===== config.mk =====
export PLATFORM = sky130hd
export DESIGN_NAME = recent_source_color_mixer
export DESIGN_NICKNAME = d
export VERILOG_FILES = /design/src/hw/rtl/rscm_pkg.sv /design/src/hw/rtl/rscm_ram.sv /design/src/hw/rtl/rscm_mix.sv /design/src/hw/rtl/recent_source_color_mixer.sv
export SDC_FILE = /design/constraint.sdc
export NUM_CORES = 2
export LEC_CHECK = 0
export BUFFER_PORTS_ARGS = -buffer_cell sky130_fd_sc_hd__buf_2
export CORE_MARGIN = 4
export CORE_UTILIZATION = 45
export CTS_BUF_LIST = sky130_fd_sc_hd__clkbuf_16
export CTS_CLUSTER_DIAMETER = 60
export DETAILED_ROUTE_END_ITERATION = 7
export PLACE_DENSITY = 0.59
export SLEW_MARGIN = 25
export SYNTH_ARGS = -nofsm -noshare
export SYNTH_HDL_FRONTEND = slang
export SYNTH_SLANG_ARGS = --single-unit

===== constraint.sdc =====
create_clock -name i_clk -period 9.37 [get_ports i_clk]
set_clock_uncertainty 0.15 [all_clocks]
set_input_delay 0.4685 -clock i_clk [delete_from_list [all_inputs] [get_ports i_clk]]
set_output_delay 0.4685 -clock i_clk [all_outputs]
set_load 0.1 [all_outputs]

===== src/hw/rtl/rscm_pkg.sv =====
package rscm_pkg;

    // Result status codes.
    localparam logic [1:0] ST_STORED  = 2'd0;
    localparam logic [1:0] ST_DROPPED = 2'd1;
    localparam logic [1:0] ST_COLOR   = 2'd2;

    localparam logic [15:0] AGE_WINDOW_RESET = 16'd3000;
    localparam logic [7:0]  CHANNEL_MAX      = 8'd255;

    localparam int TIME_W  = 32;
    localparam int RGB_W   = 24;
    localparam int ENTRY_W = TIME_W + RGB_W;

    typedef struct packed {
        logic [7:0] r;
        logic [7:0] g;
        logic [7:0] b;
    } t_rgb;

    // Control from the sequencer to the mixing accumulator.
    typedef struct packed {
        logic clear;
        logic sample;
    } t_mix_ctrl;

    // Adds two channel values and clamps the result at full scale.
    function automatic logic [7:0] sat_add(input logic [7:0] a, input logic [7:0] b);
        logic [8:0] sum;
        sum = {1'b0, a} + {1'b0, b};
        return sum[8] ? CHANNEL_MAX : sum[7:0];
    endfunction

endpackage


===== src/hw/rtl/rscm_ram.sv =====
module rscm_ram #(
    parameter int WIDTH = 8,
    parameter int DEPTH = 32
) (
    input  logic                                  i_clk,
    input  logic                                  i_we,
    input  logic [(DEPTH > 1 ? $clog2(DEPTH) : 1)-1:0] i_waddr,
    input  logic [WIDTH-1:0]                      i_wdata,
    input  logic [(DEPTH > 1 ? $clog2(DEPTH) : 1)-1:0] i_raddr,
    output logic [WIDTH-1:0]                      o_rdata
);

    logic [WIDTH-1:0] r_mem [DEPTH];
    logic [WIDTH-1:0] r_rdata;

    always_ff @(posedge i_clk) begin
        if (i_we) begin
            r_mem[i_waddr] <= i_wdata;
        end
        r_rdata <= r_mem[i_raddr];
    end

    assign o_rdata = r_rdata;

endmodule


===== src/hw/rtl/rscm_mix.sv =====
module rscm_mix (
    input  logic                  i_clk,
    input  logic                  i_rst_n,
    input  rscm_pkg::t_mix_ctrl   i_ctrl,
    input  logic [31:0]           i_now_ms,
    input  logic [15:0]           i_window,
    input  logic                  i_entry_valid,
    input  logic [31:0]           i_entry_time,
    input  rscm_pkg::t_rgb        i_entry_rgb,
    output rscm_pkg::t_rgb        o_mix_rgb,
    output logic                  o_seen
);
    import rscm_pkg::*;

    logic [31:0] age;
    logic        hit;
    t_rgb        r_sum;
    logic        r_seen;

    // Modular age, compared against the window as an unsigned 32-bit value.
    assign age = i_now_ms - i_entry_time;
    assign hit = i_entry_valid && (age < {16'd0, i_window});

    always_ff @(posedge i_clk) begin
        if (!i_rst_n) begin
            r_seen <= 1'b0;
        end else if (i_ctrl.clear) begin
            r_seen <= 1'b0;
        end else if (i_ctrl.sample && hit) begin
            r_seen <= 1'b1;
        end
    end

    // Saturating each step gives the same result as clamping the full sum.
    always_ff @(posedge i_clk) begin
        if (i_ctrl.clear) begin
            r_sum <= '0;
        end else if (i_ctrl.sample && hit) begin
            r_sum.r <= sat_add(r_sum.r, i_entry_rgb.r);
            r_sum.g <= sat_add(r_sum.g, i_entry_rgb.g);
            r_sum.b <= sat_add(r_sum.b, i_entry_rgb.b);
        end
    end

    assign o_mix_rgb = r_sum;
    assign o_seen    = r_seen;

endmodule


===== src/hw/rtl/recent_source_color_mixer.sv =====
// Channel   Direction  Handshake               Contents
// request   in         i_in_valid / o_in_stall  command, time, source id, colors
// result    out        o_out_valid / i_out_stall status, mixed color, recent flag
// config    in         i_cfg_wr_en             age window in milliseconds
//
// A packet writes its entry at acceptance and loads its result in FINISH. A query
// walks the entry RAM one entry per cycle in SCAN, passes DRAIN and loads its result
// in FINISH. Either waits in FINISH while an older result is stalled.
// One request is in work at a time; the next is taken once the result sits in the
// output register, even while it is stalled there. Reset (synchronous, active low)
// clears the valid bits, background and control state and sets the window to 3000 ms.
module recent_source_color_mixer #(
    parameter int NUM_SOURCES = 32
) (
    input  logic        i_clk,
    input  logic        i_rst_n,
    // Configuration.
    input  logic        i_cfg_wr_en,
    input  logic [15:0] i_cfg_wr_data,
    // Request channel.
    input  logic        i_in_valid,
    output logic        o_in_stall,
    input  logic        i_cmd,
    input  logic [31:0] i_now_ms,
    input  logic [7:0]  i_source_id,
    input  logic        i_configure_flag,
    input  logic [7:0]  i_red_in,
    input  logic [7:0]  i_green_in,
    input  logic [7:0]  i_blue_in,
    input  logic [7:0]  i_bg_red_in,
    input  logic [7:0]  i_bg_green_in,
    input  logic [7:0]  i_bg_blue_in,
    // Result channel.
    output logic        o_out_valid,
    input  logic        i_out_stall,
    output logic [1:0]  o_status,
    output logic [7:0]  o_red_out,
    output logic [7:0]  o_green_out,
    output logic [7:0]  o_blue_out,
    output logic        o_any_recent
);
    import rscm_pkg::*;

    localparam int IDX_W = (NUM_SOURCES > 1) ? $clog2(NUM_SOURCES) : 1;

    // Sequencer states.
    localparam logic [1:0] S_IDLE   = 2'd0;
    localparam logic [1:0] S_SCAN   = 2'd1;
    localparam logic [1:0] S_DRAIN  = 2'd2;
    localparam logic [1:0] S_FINISH = 2'd3;

    logic [1:0]             r_state;
    logic [1:0]             n_state;
    logic [IDX_W-1:0]       r_addr;
    logic [31:0]            r_now;
    logic                   r_is_query;
    logic [1:0]             r_pkt_status;
    logic [NUM_SOURCES-1:0] r_valid;
    t_rgb                   r_bg;
    logic [15:0]            r_window;
    logic                   r_rd_pending;
    logic                   r_rd_vld;

    logic                   r_out_valid;
    logic [1:0]             r_status;
    t_rgb                   r_rgb;
    logic                   r_recent;

    logic                   accept;
    logic                   in_range;
    logic                   store;
    logic                   out_free;
    logic                   last_addr;
    logic [IDX_W-1:0]       wr_idx;
    logic [ENTRY_W-1:0]     wr_entry;
    logic [ENTRY_W-1:0]     rd_entry;
    t_rgb                   rd_rgb;
    t_rgb                   mix_rgb;
    logic                   mix_seen;
    t_mix_ctrl              mix_ctrl;

    assign o_in_stall = (r_state != S_IDLE);
    assign accept     = i_in_valid && !o_in_stall;
    assign in_range   = ({1'b0, i_source_id} < 9'(NUM_SOURCES));
    assign store      = accept && !i_cmd && in_range;
    assign out_free   = !r_out_valid || !i_out_stall;
    assign last_addr  = (r_addr == IDX_W'(NUM_SOURCES - 1));
    assign wr_idx     = i_source_id[IDX_W-1:0];
    assign wr_entry   = {i_now_ms, i_red_in, i_green_in, i_blue_in};

    // Time stamps and colors live in one RAM; valid bits stay in flip-flops
    // so that reset can clear them at once.
    rscm_ram #(
        .WIDTH (ENTRY_W),
        .DEPTH (NUM_SOURCES)
    ) u_entry_ram (
        .i_clk   (i_clk),
        .i_we    (store),
        .i_waddr (wr_idx),
        .i_wdata (wr_entry),
        .i_raddr (r_addr),
        .o_rdata (rd_entry)
    );

    assign rd_rgb          = rd_entry[RGB_W-1:0];
    assign mix_ctrl.clear  = accept && i_cmd;
    assign mix_ctrl.sample = r_rd_pending;

    rscm_mix u_mix (
        .i_clk         (i_clk),
        .i_rst_n       (i_rst_n),
        .i_ctrl        (mix_ctrl),
        .i_now_ms      (r_now),
        .i_window      (r_window),
        .i_entry_valid (r_rd_vld),
        .i_entry_time  (rd_entry[ENTRY_W-1:RGB_W]),
        .i_entry_rgb   (rd_rgb),
        .o_mix_rgb     (mix_rgb),
        .o_seen        (mix_seen)
    );

    always_comb begin
        n_state = r_state;
        unique case (r_state)
            S_IDLE: begin
                if (accept) begin
                    n_state = i_cmd ? S_SCAN : S_FINISH;
                end
            end
            S_SCAN: begin
                if (last_addr) begin
                    n_state = S_DRAIN;
                end
            end
            S_DRAIN: begin
                n_state = S_FINISH;
            end
            S_FINISH: begin
                if (out_free) begin
                    n_state = S_IDLE;
                end
            end
            default: begin
                n_state = S_IDLE;
            end
        endcase
    end

    // Control state, table valid bits, background and configuration.
    always_ff @(posedge i_clk) begin
        if (!i_rst_n) begin
            r_state      <= S_IDLE;
            r_valid      <= '0;
            r_bg         <= '0;
            r_window     <= AGE_WINDOW_RESET;
            r_rd_pending <= 1'b0;
            r_out_valid  <= 1'b0;
        end else begin
            r_state      <= n_state;
            r_rd_pending <= (r_state == S_SCAN);
            if (i_cfg_wr_en) begin
                r_window <= i_cfg_wr_data;
            end
            if (store) begin
                r_valid[wr_idx] <= 1'b1;
                if (i_configure_flag) begin
                    r_bg <= '{r: i_bg_red_in, g: i_bg_green_in, b: i_bg_blue_in};
                end
            end
            if (r_state == S_FINISH && out_free) begin
                r_out_valid <= 1'b1;
            end else if (!i_out_stall) begin
                r_out_valid <= 1'b0;
            end
        end
    end

    // Request context, scan address and result payload.
    always_ff @(posedge i_clk) begin
        if (accept) begin
            r_now        <= i_now_ms;
            r_is_query   <= i_cmd;
            r_pkt_status <= in_range ? ST_STORED : ST_DROPPED;
            r_addr       <= '0;
        end else if (r_state == S_SCAN && !last_addr) begin
            r_addr <= r_addr + IDX_W'(1);
        end
        r_rd_vld <= r_valid[r_addr];
        if (r_state == S_FINISH && out_free) begin
            if (r_is_query) begin
                r_status <= ST_COLOR;
                r_rgb    <= mix_seen ? mix_rgb : r_bg;
                r_recent <= mix_seen;
            end else begin
                r_status <= r_pkt_status;
                r_rgb    <= '0;
                r_recent <= 1'b0;
            end
        end
    end

    assign o_out_valid  = r_out_valid;
    assign o_status     = r_status;
    assign o_red_out    = r_rgb.r;
    assign o_green_out  = r_rgb.g;
    assign o_blue_out   = r_rgb.b;
    assign o_any_recent = r_recent;

    // A packet result never carries a color or the recent flag.
    a_packet_result_blank: assert property (@(posedge i_clk) disable iff (!i_rst_n)
        (o_out_valid && o_status != ST_COLOR) |->
            (o_red_out == 8'd0 && o_green_out == 8'd0 && o_blue_out == 8'd0
             && !o_any_recent))
        else $error("packet result carries color data");

    // The recent flag only appears on a color result.
    a_recent_is_color: assert property (@(posedge i_clk) disable iff (!i_rst_n)
        (o_out_valid && o_any_recent) |-> (o_status == ST_COLOR))
        else $error("recent flag on a non-color result");

    // An accepted request keeps the sequencer busy in the next cycle.
    a_accept_busy: assert property (@(posedge i_clk) disable iff (!i_rst_n)
        accept |=> o_in_stall)
        else $error("request accepted without entering work");

    // A query always walks the table before its result is loaded.
    a_query_scans: assert property (@(posedge i_clk) disable iff (!i_rst_n)
        (accept && i_cmd) |=> (r_state == S_SCAN))
        else $error("query did not start a table scan");

endmodule

==> Word-level counts from Yosys, hierarchy flattened <==
Memory sizes are Yosys's and may differ from the RTL's. A register that Yosys moved wholly into a read port is not among the register bits.
Index checks and enable logic that the tools add are counted.
{ "word_totals": {"reg_bits": 169, "latchBits": 0, "ramBits": 1792, "rom_bits": 0, "inputBits": 111, "output_inout_bits": 29, "memories": 1} }
{ "memory_table": {"columns": ["memory", "depth", "word_bits", "read_ports", "rd_ports_with_merged_regs", "write_ports", "line_no", "source"], "rows": [
  ["u_entry_ram.r_mem", 32, 56, 1, 1, 1, "rscm_ram.sv:13", "logic [WIDTH-1:0] r_mem [DEPTH];"]
]} }
{ "classes": {"addsub": 5, "multipliers": 0, "n_div": 0, "magnitude_cmp": 5, "eq_ne": 8, "n_shift": 0, "muxes": 18, "bitwise_logic": 2, "n_reduce_logical": 20} }
{ "op_table": {"columns": ["cell", "n"], "rows": [
  ["$lt A32 B16 Y1", 1],
  ["$or A32 B32 Y32", 1],
  ["$sub A32 B32 Y32", 1],
  ["$add A8 B8 Y9", 3],
  ["$mux W24", 1],
  ["$mux W8", 3],
  ["$lt A5 B6 Y1 const B", 2],
  ["$logic_and A1 B1 Y1", 9],
  ["$lt A8 B6 Y1 const B", 1],
  ["$mux W2", 4],
  ["$pmux W2 S4", 1],
  ["$mux W1", 7],
  ["$ne A2 B2 Y1 const B", 3],
  ["$add A5 B1 Y5 const B", 1],
  ["$bmux W1 S5", 1],
  ["$demux W1 S5", 1],
  ["$eq A5 B5 Y1 const B", 1],
  ["$ge A5 B1 Y1 const B", 1],
  ["$logic_not A1 Y1", 5],
  ["$eq A2 B2 Y1 const B", 2],
  ["$reduce_and A3 Y1", 1],
  ["$eq A2 B1 Y1 const B", 1],
  ["$logic_not A2 Y1", 1],
  ["$ne A2 B1 Y1 const B", 1],
  ["5 further kinds", 5]
]} }

==> Depth between registers and ports, before layout <==
{ "logic_depth": {"word_depth": 7, "ltp_mapped": 21, "depth_no_buf": 20} }

==> Cells and area by module <==
Synthesis repeated with hierarchy kept, for this count alone.
{ "hier_totals": {"hier_cells": 4992, "area_unflattened_um2": 81121.6} }
{ "by_module_without_submodules": {"columns": ["module", "n_inst", "cells_each", "area_each_um2", "seq_area_each_um2"], "rows": [
  ["rscm_ram", 1, 3917, 70795.4, 54932.7],
  ["recent_source_color_mixer", 1, 448, 5645.4, 3473.3],
  ["rscm_mix", 1, 627, 4680.7, 500.5]
]} }

==> Least setup slack after synthesis <==
Ideal clock, no wire load.
{ "synth_timing": {"path_type": "input to register", "startpoint": "input port i_source_id[6]", "endpoint": "memory u_entry_ram.r_mem[25][0] (netlist bit) (enable)", "setup_time_ps": 472, "arrival_time_ps": 3912, "required_time_ps": 8748, "slack_ps": 4836, "path_stages": 4, "path_buffers": 0, "path_cell_list": "or3_1 nor4_1 nand3_1 nor2_1"} }
{ "synth_between": {"elab_chain_len": 4} }
{ "synth_lines": {"columns": ["element", "line_no", "source"], "rows": [
  ["start, declared", "recent_source_color_mixer.sv:25", "input logic [7:0] i_source_id,"],
  ["$lt A8 B6 Y1", "recent_source_color_mixer.sv:84", "assign in_range = ({1'b0, i_source_id} < 9'(NUM_SOURCES));"],
  ["$logic_and A1 B1 Y1", "recent_source_color_mixer.sv:85", "assign store = accept && !i_cmd && in_range;"],
  ["$mux W1", "rscm_ram.sv:17", "if (i_we) begin"],
  ["$mux W1 (implied by the code)", "rscm_ram.sv:18", "r_mem[i_waddr] <= i_wdata;"],
  ["end, declared", "rscm_ram.sv:13", null]
]} }
No other way between the ends.

==> Worst setup path in the final report <==
{ "layout_timing": {"startpoint": "register r_now[4]", "endpoint": "register u_mix.r_sum (netlist bit u_mix.o_mix_rgb[12])"} }
{ "layout_between": {"elab_chain_len": 4} }
{ "layout_lines": {"columns": ["element", "line_no", "source"], "rows": [
  ["start, declared", "recent_source_color_mixer.sv:55", "logic [31:0] r_now;"],
  ["start signal, assigned", "recent_source_color_mixer.sv:181", "r_now <= i_now_ms;"],
  ["$sub A32 B32 Y32", "rscm_mix.sv:21", "assign age = i_now_ms - i_entry_time;"],
  ["$lt A32 B16 Y1", "rscm_mix.sv:22", "assign hit = i_entry_valid && (age < {16'd0, i_window});"],
  ["$logic_and A1 B1 Y1", "rscm_mix.sv:22", null],
  ["$logic_and A1 B1 Y1", "rscm_mix.sv:38", "end else if (i_ctrl.sample && hit) begin"],
  ["end, declared", "rscm_mix.sv:17", "t_rgb r_sum;"]
]} }
No other way between the ends.
A chain may end at the register's enable or synchronous reset.

==> metrics.txt <==
# TYPE chip_impl_metric gauge
chip_impl_info{name="result_of_the_run",value="finished, final reports clean"} 1
chip_impl_info{name="rsz0062_at_grt",value="false"} 1
chip_impl_info{name="end_kind",value="register"} 1
chip_impl_info{name="tritoncts_clock_tree",value="yes"} 1
chip_impl_metric{name="detail_route.drc_violations",unit=""} 0
chip_impl_metric{name="grt_use_total",unit="%"} 20.9
chip_impl_metric{name="drt_iter0_markers",unit=""} 4140
chip_impl_metric{name="netlist.area_leader.share",unit="%"} 70.9
chip_impl_info{name="worst_setup_path_start_kind",value="register"} 1
chip_impl_metric{name="routed_wl",unit="mm"} 189
chip_impl_info{name="layout_commonest_cell",value="sky130_fd_sc_hd__edfxtp_1"} 1
chip_impl_metric{name="detail_route.wl_per_cell",unit="um"} 28.8
chip_impl_metric{name="edff_count_synth",unit=""} 1853
chip_impl_metric{name="drt.antenna.violating_nets",unit=""} 0
chip_impl_metric{name="mappedNetlistArea",unit="mm^2"} 0.0785
chip_impl_metric{name="report.final.setup_viol",unit=""} 0
chip_impl_metric{name="clock_sink_count",unit=""} 2016
chip_impl_metric{name="synthXorXnorAreaFrac",unit="%"} 0.446
chip_impl_metric{name="detailedPlacementHpwl",unit="mm"} 102
chip_impl_metric{name="area_growth",unit="%"} 14.7
chip_impl_metric{name="post_cts_hold_buffer_count",unit=""} 108
chip_impl_info{name="synth_top_flop_cell",value="sky130_fd_sc_hd__edfxtp_1"} 1
chip_impl_metric{name="die_width",unit="um"} 426
chip_impl_metric{name="die_area",unit="mm^2"} 0.181
chip_impl_metric{name="net_count_final",unit=""} 4225
chip_impl_info{name="ctsRootBufferMaster",value="sky130_fd_sc_hd__clkbuf_16"} 1
chip_impl_metric{name="layout_min_cycle_time",unit="ns"} 5.28
chip_impl_metric{name="drt-vias-per-instance",unit=""} 5.76
chip_impl_metric{name="ys_seq_elements",unit=""} 2016
chip_impl_metric{name="post_synth.cell_area_avg",unit="um^2"} 21.4
chip_impl_metric{name="share_of_the_synthesized_area_in_compound_gates_ao_oa_aoi_oai",unit="%"} 1.88
chip_impl_metric{name="first_global_vias",unit=""} 38400
chip_impl_metric{name="die-height",unit="um"} 426
chip_impl_metric{name="drt-pass1-iter-count",unit=""} 5
chip_impl_metric{name="synth-async-reset-ratio",unit="%"} 0
chip_impl_metric{name="max_fo_critical_path",unit=""} 28
chip_impl_info{name="criticalPathCategory",value="register to register"} 1
chip_impl_metric{name="hold_violations",unit=""} 0
chip_impl_metric{name="cell_count_after_placement",unit=""} 6040
chip_impl_info{name="synthTopCellsByArea",value="sky130_fd_sc_hd__edfxtp_1 (71%), sky130_fd_sc_hd__mux4_2 (16%), sky130_fd_sc_hd__dfxtp_1 (4.2%), sky130_fd_sc_hd__ha_1 (1.2%), sky130_fd_sc_hd__mux2_2 (0.82%)"} 1
chip_impl_metric{name="gp_congestion",unit=""} 0.816
chip_impl_metric{name="core.rowCount",unit=""} 153
chip_impl_metric{name="io_buffer_count",unit=""} 139
chip_impl_metric{name="design_area",unit="mm^2"} 0.0900
chip_impl_metric{name="yosys.area_share.simple",unit="%"} 2.32
chip_impl_metric{name="achievable_frequency",unit="MHz"} 189
chip_impl_metric{name="timing.max_slew.rel_slack",unit="%"} 28.3
chip_impl_metric{name="cts_made_buffers",unit=""} 205
chip_impl_metric{name="p_total",unit="mW"} 23.2
chip_impl_metric{name="static-leakage-power",unit="nW"} 28.4
chip_impl_info{name="yosysTopAreaCell",value="sky130_fd_sc_hd__edfxtp_1"} 1
chip_impl_metric{name="detailed_place.area",unit="mm^2"} 0.0824
chip_impl_metric{name="maximum_number_of_pins_on_one_net_before_global_route_repair",unit=""} 125
chip_impl_metric{name="htree_levels",unit=""} 4
chip_impl_metric{name="layout.cells.non_filler",unit=""} 6542
chip_impl_metric{name="power_density_over_cell_area",unit="mW/mm^2"} 258
chip_impl_metric{name="fillers",unit=""} 13500
chip_impl_metric{name="ctsLongestPathBuffers",unit=""} 3
chip_impl_metric{name="share_of_post_route_cells_with_drive_strength_above_1",unit="%"} 29.0
chip_impl_metric{name="synthesis.yosys.warnings",unit=""} 0
chip_impl_info{name="holdCritPathClass",value="input pin to register"} 1
chip_impl_metric{name="syn_nets",unit=""} 3868
chip_impl_metric{name="worst_ir_drop_vdd",unit="uV"} 228
chip_impl_metric{name="slew_violations",unit=""} 0
chip_impl_metric{name="ys_types",unit=""} 68
chip_impl_metric{name="insertion_delay",unit="ns"} 0.82
chip_impl_metric{name="final.hold.worst_slack",unit="ns"} 0.0637
chip_impl_metric{name="worst_ep_required_time",unit="ns"} 9.89
chip_impl_metric{name="vias",unit=""} 37700
chip_impl_metric{name="synth_mux_area_share",unit="%"} 17.6
chip_impl_metric{name="max_slew.worst_pin.slew",unit="ns"} 1.08
chip_impl_metric{name="start_util",unit="%"} 45.2
chip_impl_metric{name="clkSlewWorstSetupHoldPaths",unit="ns"} 0.06
chip_impl_metric{name="io_pins",unit=""} 140
chip_impl_metric{name="post-cts-setup-buffers",unit=""} 0
chip_impl_metric{name="post_cts_resize_count",unit=""} 0
chip_impl_metric{name="drv.max_cap_violation_count",unit=""} 0
chip_impl_metric{name="final.period_utilization",unit="%"} 56.4
chip_impl_metric{name="initial_antenna_violation_count",unit=""} 15
chip_impl_metric{name="timing.setup.tns",unit="ns"} 0
chip_impl_metric{name="overflow",unit=""} 0
chip_impl_metric{name="synth_sequential_area_ratio",unit="%"} 75.1
chip_impl_info{name="synth_top_family_by_area",value="multiplexers"} 1
chip_impl_metric{name="crit_arrival",unit="ns"} 5.80
chip_impl_info{name="most-common-layout-cells",value="sky130_fd_sc_hd__edfxtp_1 (1853), sky130_fd_sc_hd__mux4_2 (570), sky130_fd_sc_hd__clkbuf_16 (209)"} 1
chip_impl_metric{name="core_area",unit="mm^2"} 0.174
chip_impl_metric{name="synthAdderAreaFrac",unit="%"} 1.33
chip_impl_metric{name="grt_pass1_wl",unit="mm"} 274
chip_impl_metric{name="post_synth_inst_count",unit=""} 3676
-- per-layer routing --
layer / routed length [um] / global-route usage [%] / vias to the layer above
li1: - / - / 15900
met1: 82700 / 30.8 / 20200
met2: 90700 / 33.2 / 1271
met3: 11700 / 3.54 / 234
met4: 3500 / 4.69 / 4
met5: 25 / 0 / -
-- synthesized netlist by cell type (all sizes together) (15+ instances only) --
cell type and count:
xor2 18, a21oi 80, mux2i 36, ha 77, clkbuf 112, nor2b 34, nand3 20, o211ai 15
o21ai 33, nand2 108, a211oi 32, xnor2 22, buf 67, mux2 57, dfxtp 163, inv 88
nor2 163, mux4 570, edfxtp 1853
-- flip-flops by register name, summed over array words and instances (netlist names), 5 cells and up --
signal and count:
u_entry_ram.r_mem 1792, u_entry_ram.o_rdata 56, r_now 32, r_valid 32, r_bg 24, u_mix.o_mix_rgb 24, r_window 16, o_blue_out 8
o_green_out 8, o_red_out 8, r_addr 5
-- worst max-delay path, stage by stage (launching register included) --
cell and delay [ns]:
sky130_fd_sc_hd__edfxtp_1 0.38, sky130_fd_sc_hd__ha_1 0.37, sky130_fd_sc_hd__and2_1 0.20, sky130_fd_sc_hd__a221oi_2 0.42, sky130_fd_sc_hd__a21oi_1 0.19, sky130_fd_sc_hd__o21ai_1 0.31, sky130_fd_sc_hd__o21ai_0 0.18, sky130_fd_sc_hd__xor2_1 0.17
sky130_fd_sc_hd__ha_1 0.32, sky130_fd_sc_hd__nand2_1 0.07, sky130_fd_sc_hd__o21ai_0 0.09, sky130_fd_sc_hd__nor3_1 0.14, sky130_fd_sc_hd__o211ai_1 0.11, sky130_fd_sc_hd__nor4_1 0.22, sky130_fd_sc_hd__and4b_1 0.22, sky130_fd_sc_hd__nand4_1 0.20
sky130_fd_sc_hd__nor4_4 0.31, sky130_fd_sc_hd__buf_4 0.40, sky130_fd_sc_hd__and3b_1 0.52, sky130_fd_sc_hd__a211oi_2 0.13
-- cell families (layout without fill, tap and decap cells) --
kind of cell    count (synthesis)  count (layout)
compound gates                215             215
xor+xnor                       40              40
fa+ha+maj                      81              81
buf+inv                       268             802
flops                        2016            2016
mux                           663             663
other cells                     0               7
simple gates                  393             393
-- final timing paths --
kind | startpoint | slack, ns | cells after the start | to
worst min-delay path | i_now_ms[13] | 0.06 | 1 | u_entry_ram.r_mem[11][37]$_DFFE_PP_
worst max-delay path | r_now[4]$_DFFE_PP_ | 4.09 | 19 | u_mix.o_mix_rgb[12]$_SDFFE_PP0P_
worst max register to register | r_now[4]$_DFFE_PP_ | 4.09 | 19 | u_mix.o_mix_rgb[12]$_SDFFE_PP0P_
worst min register to register | r_bg[7]$_SDFFE_PN0P_ | 0.31 | 2 | r_bg[7]$_SDFFE_PN0P_
-- power breakdown --
part | internal [mW] | switching [mW] | total [mW] | leakage (nW)
combinational | 2.51 | 2.69 | 5.19 | 7.07
clock | 4.39 | 3.42 | 7.81 | 3.33
sequential | 10.0 | 0.173 | 10.2 | 18.0
total | 16.9 | 6.28 | 23.2 | 28.4
-- area by class of cell --
type                    instances  area (um^2)  area share, %
diodes                          7         17.5         0.0195
clock buffers                 209         5230           5.81
clock inverters               175         1230           1.37
inverters                      89          334          0.371
multi-input cells            1392        18800           20.9
flip-flops and latches       2016        58900           65.5
well taps                    2325         2910           3.23
repair buffers                329         2580           2.87
-- through the flow --
stage | util, % | setup WS, ns
5_1_grt | 51.8 | 3.72
3_5_place_dp | 47.4 | 4.13
6_report | 51.8 | 4.09
2_1_floorplan | - | 4.84
3_3_place_gp | 47.4 | 4.19
4_1_cts | 51.8 | 4.15
No activity file was read; power rests on OpenSTA's default activity.
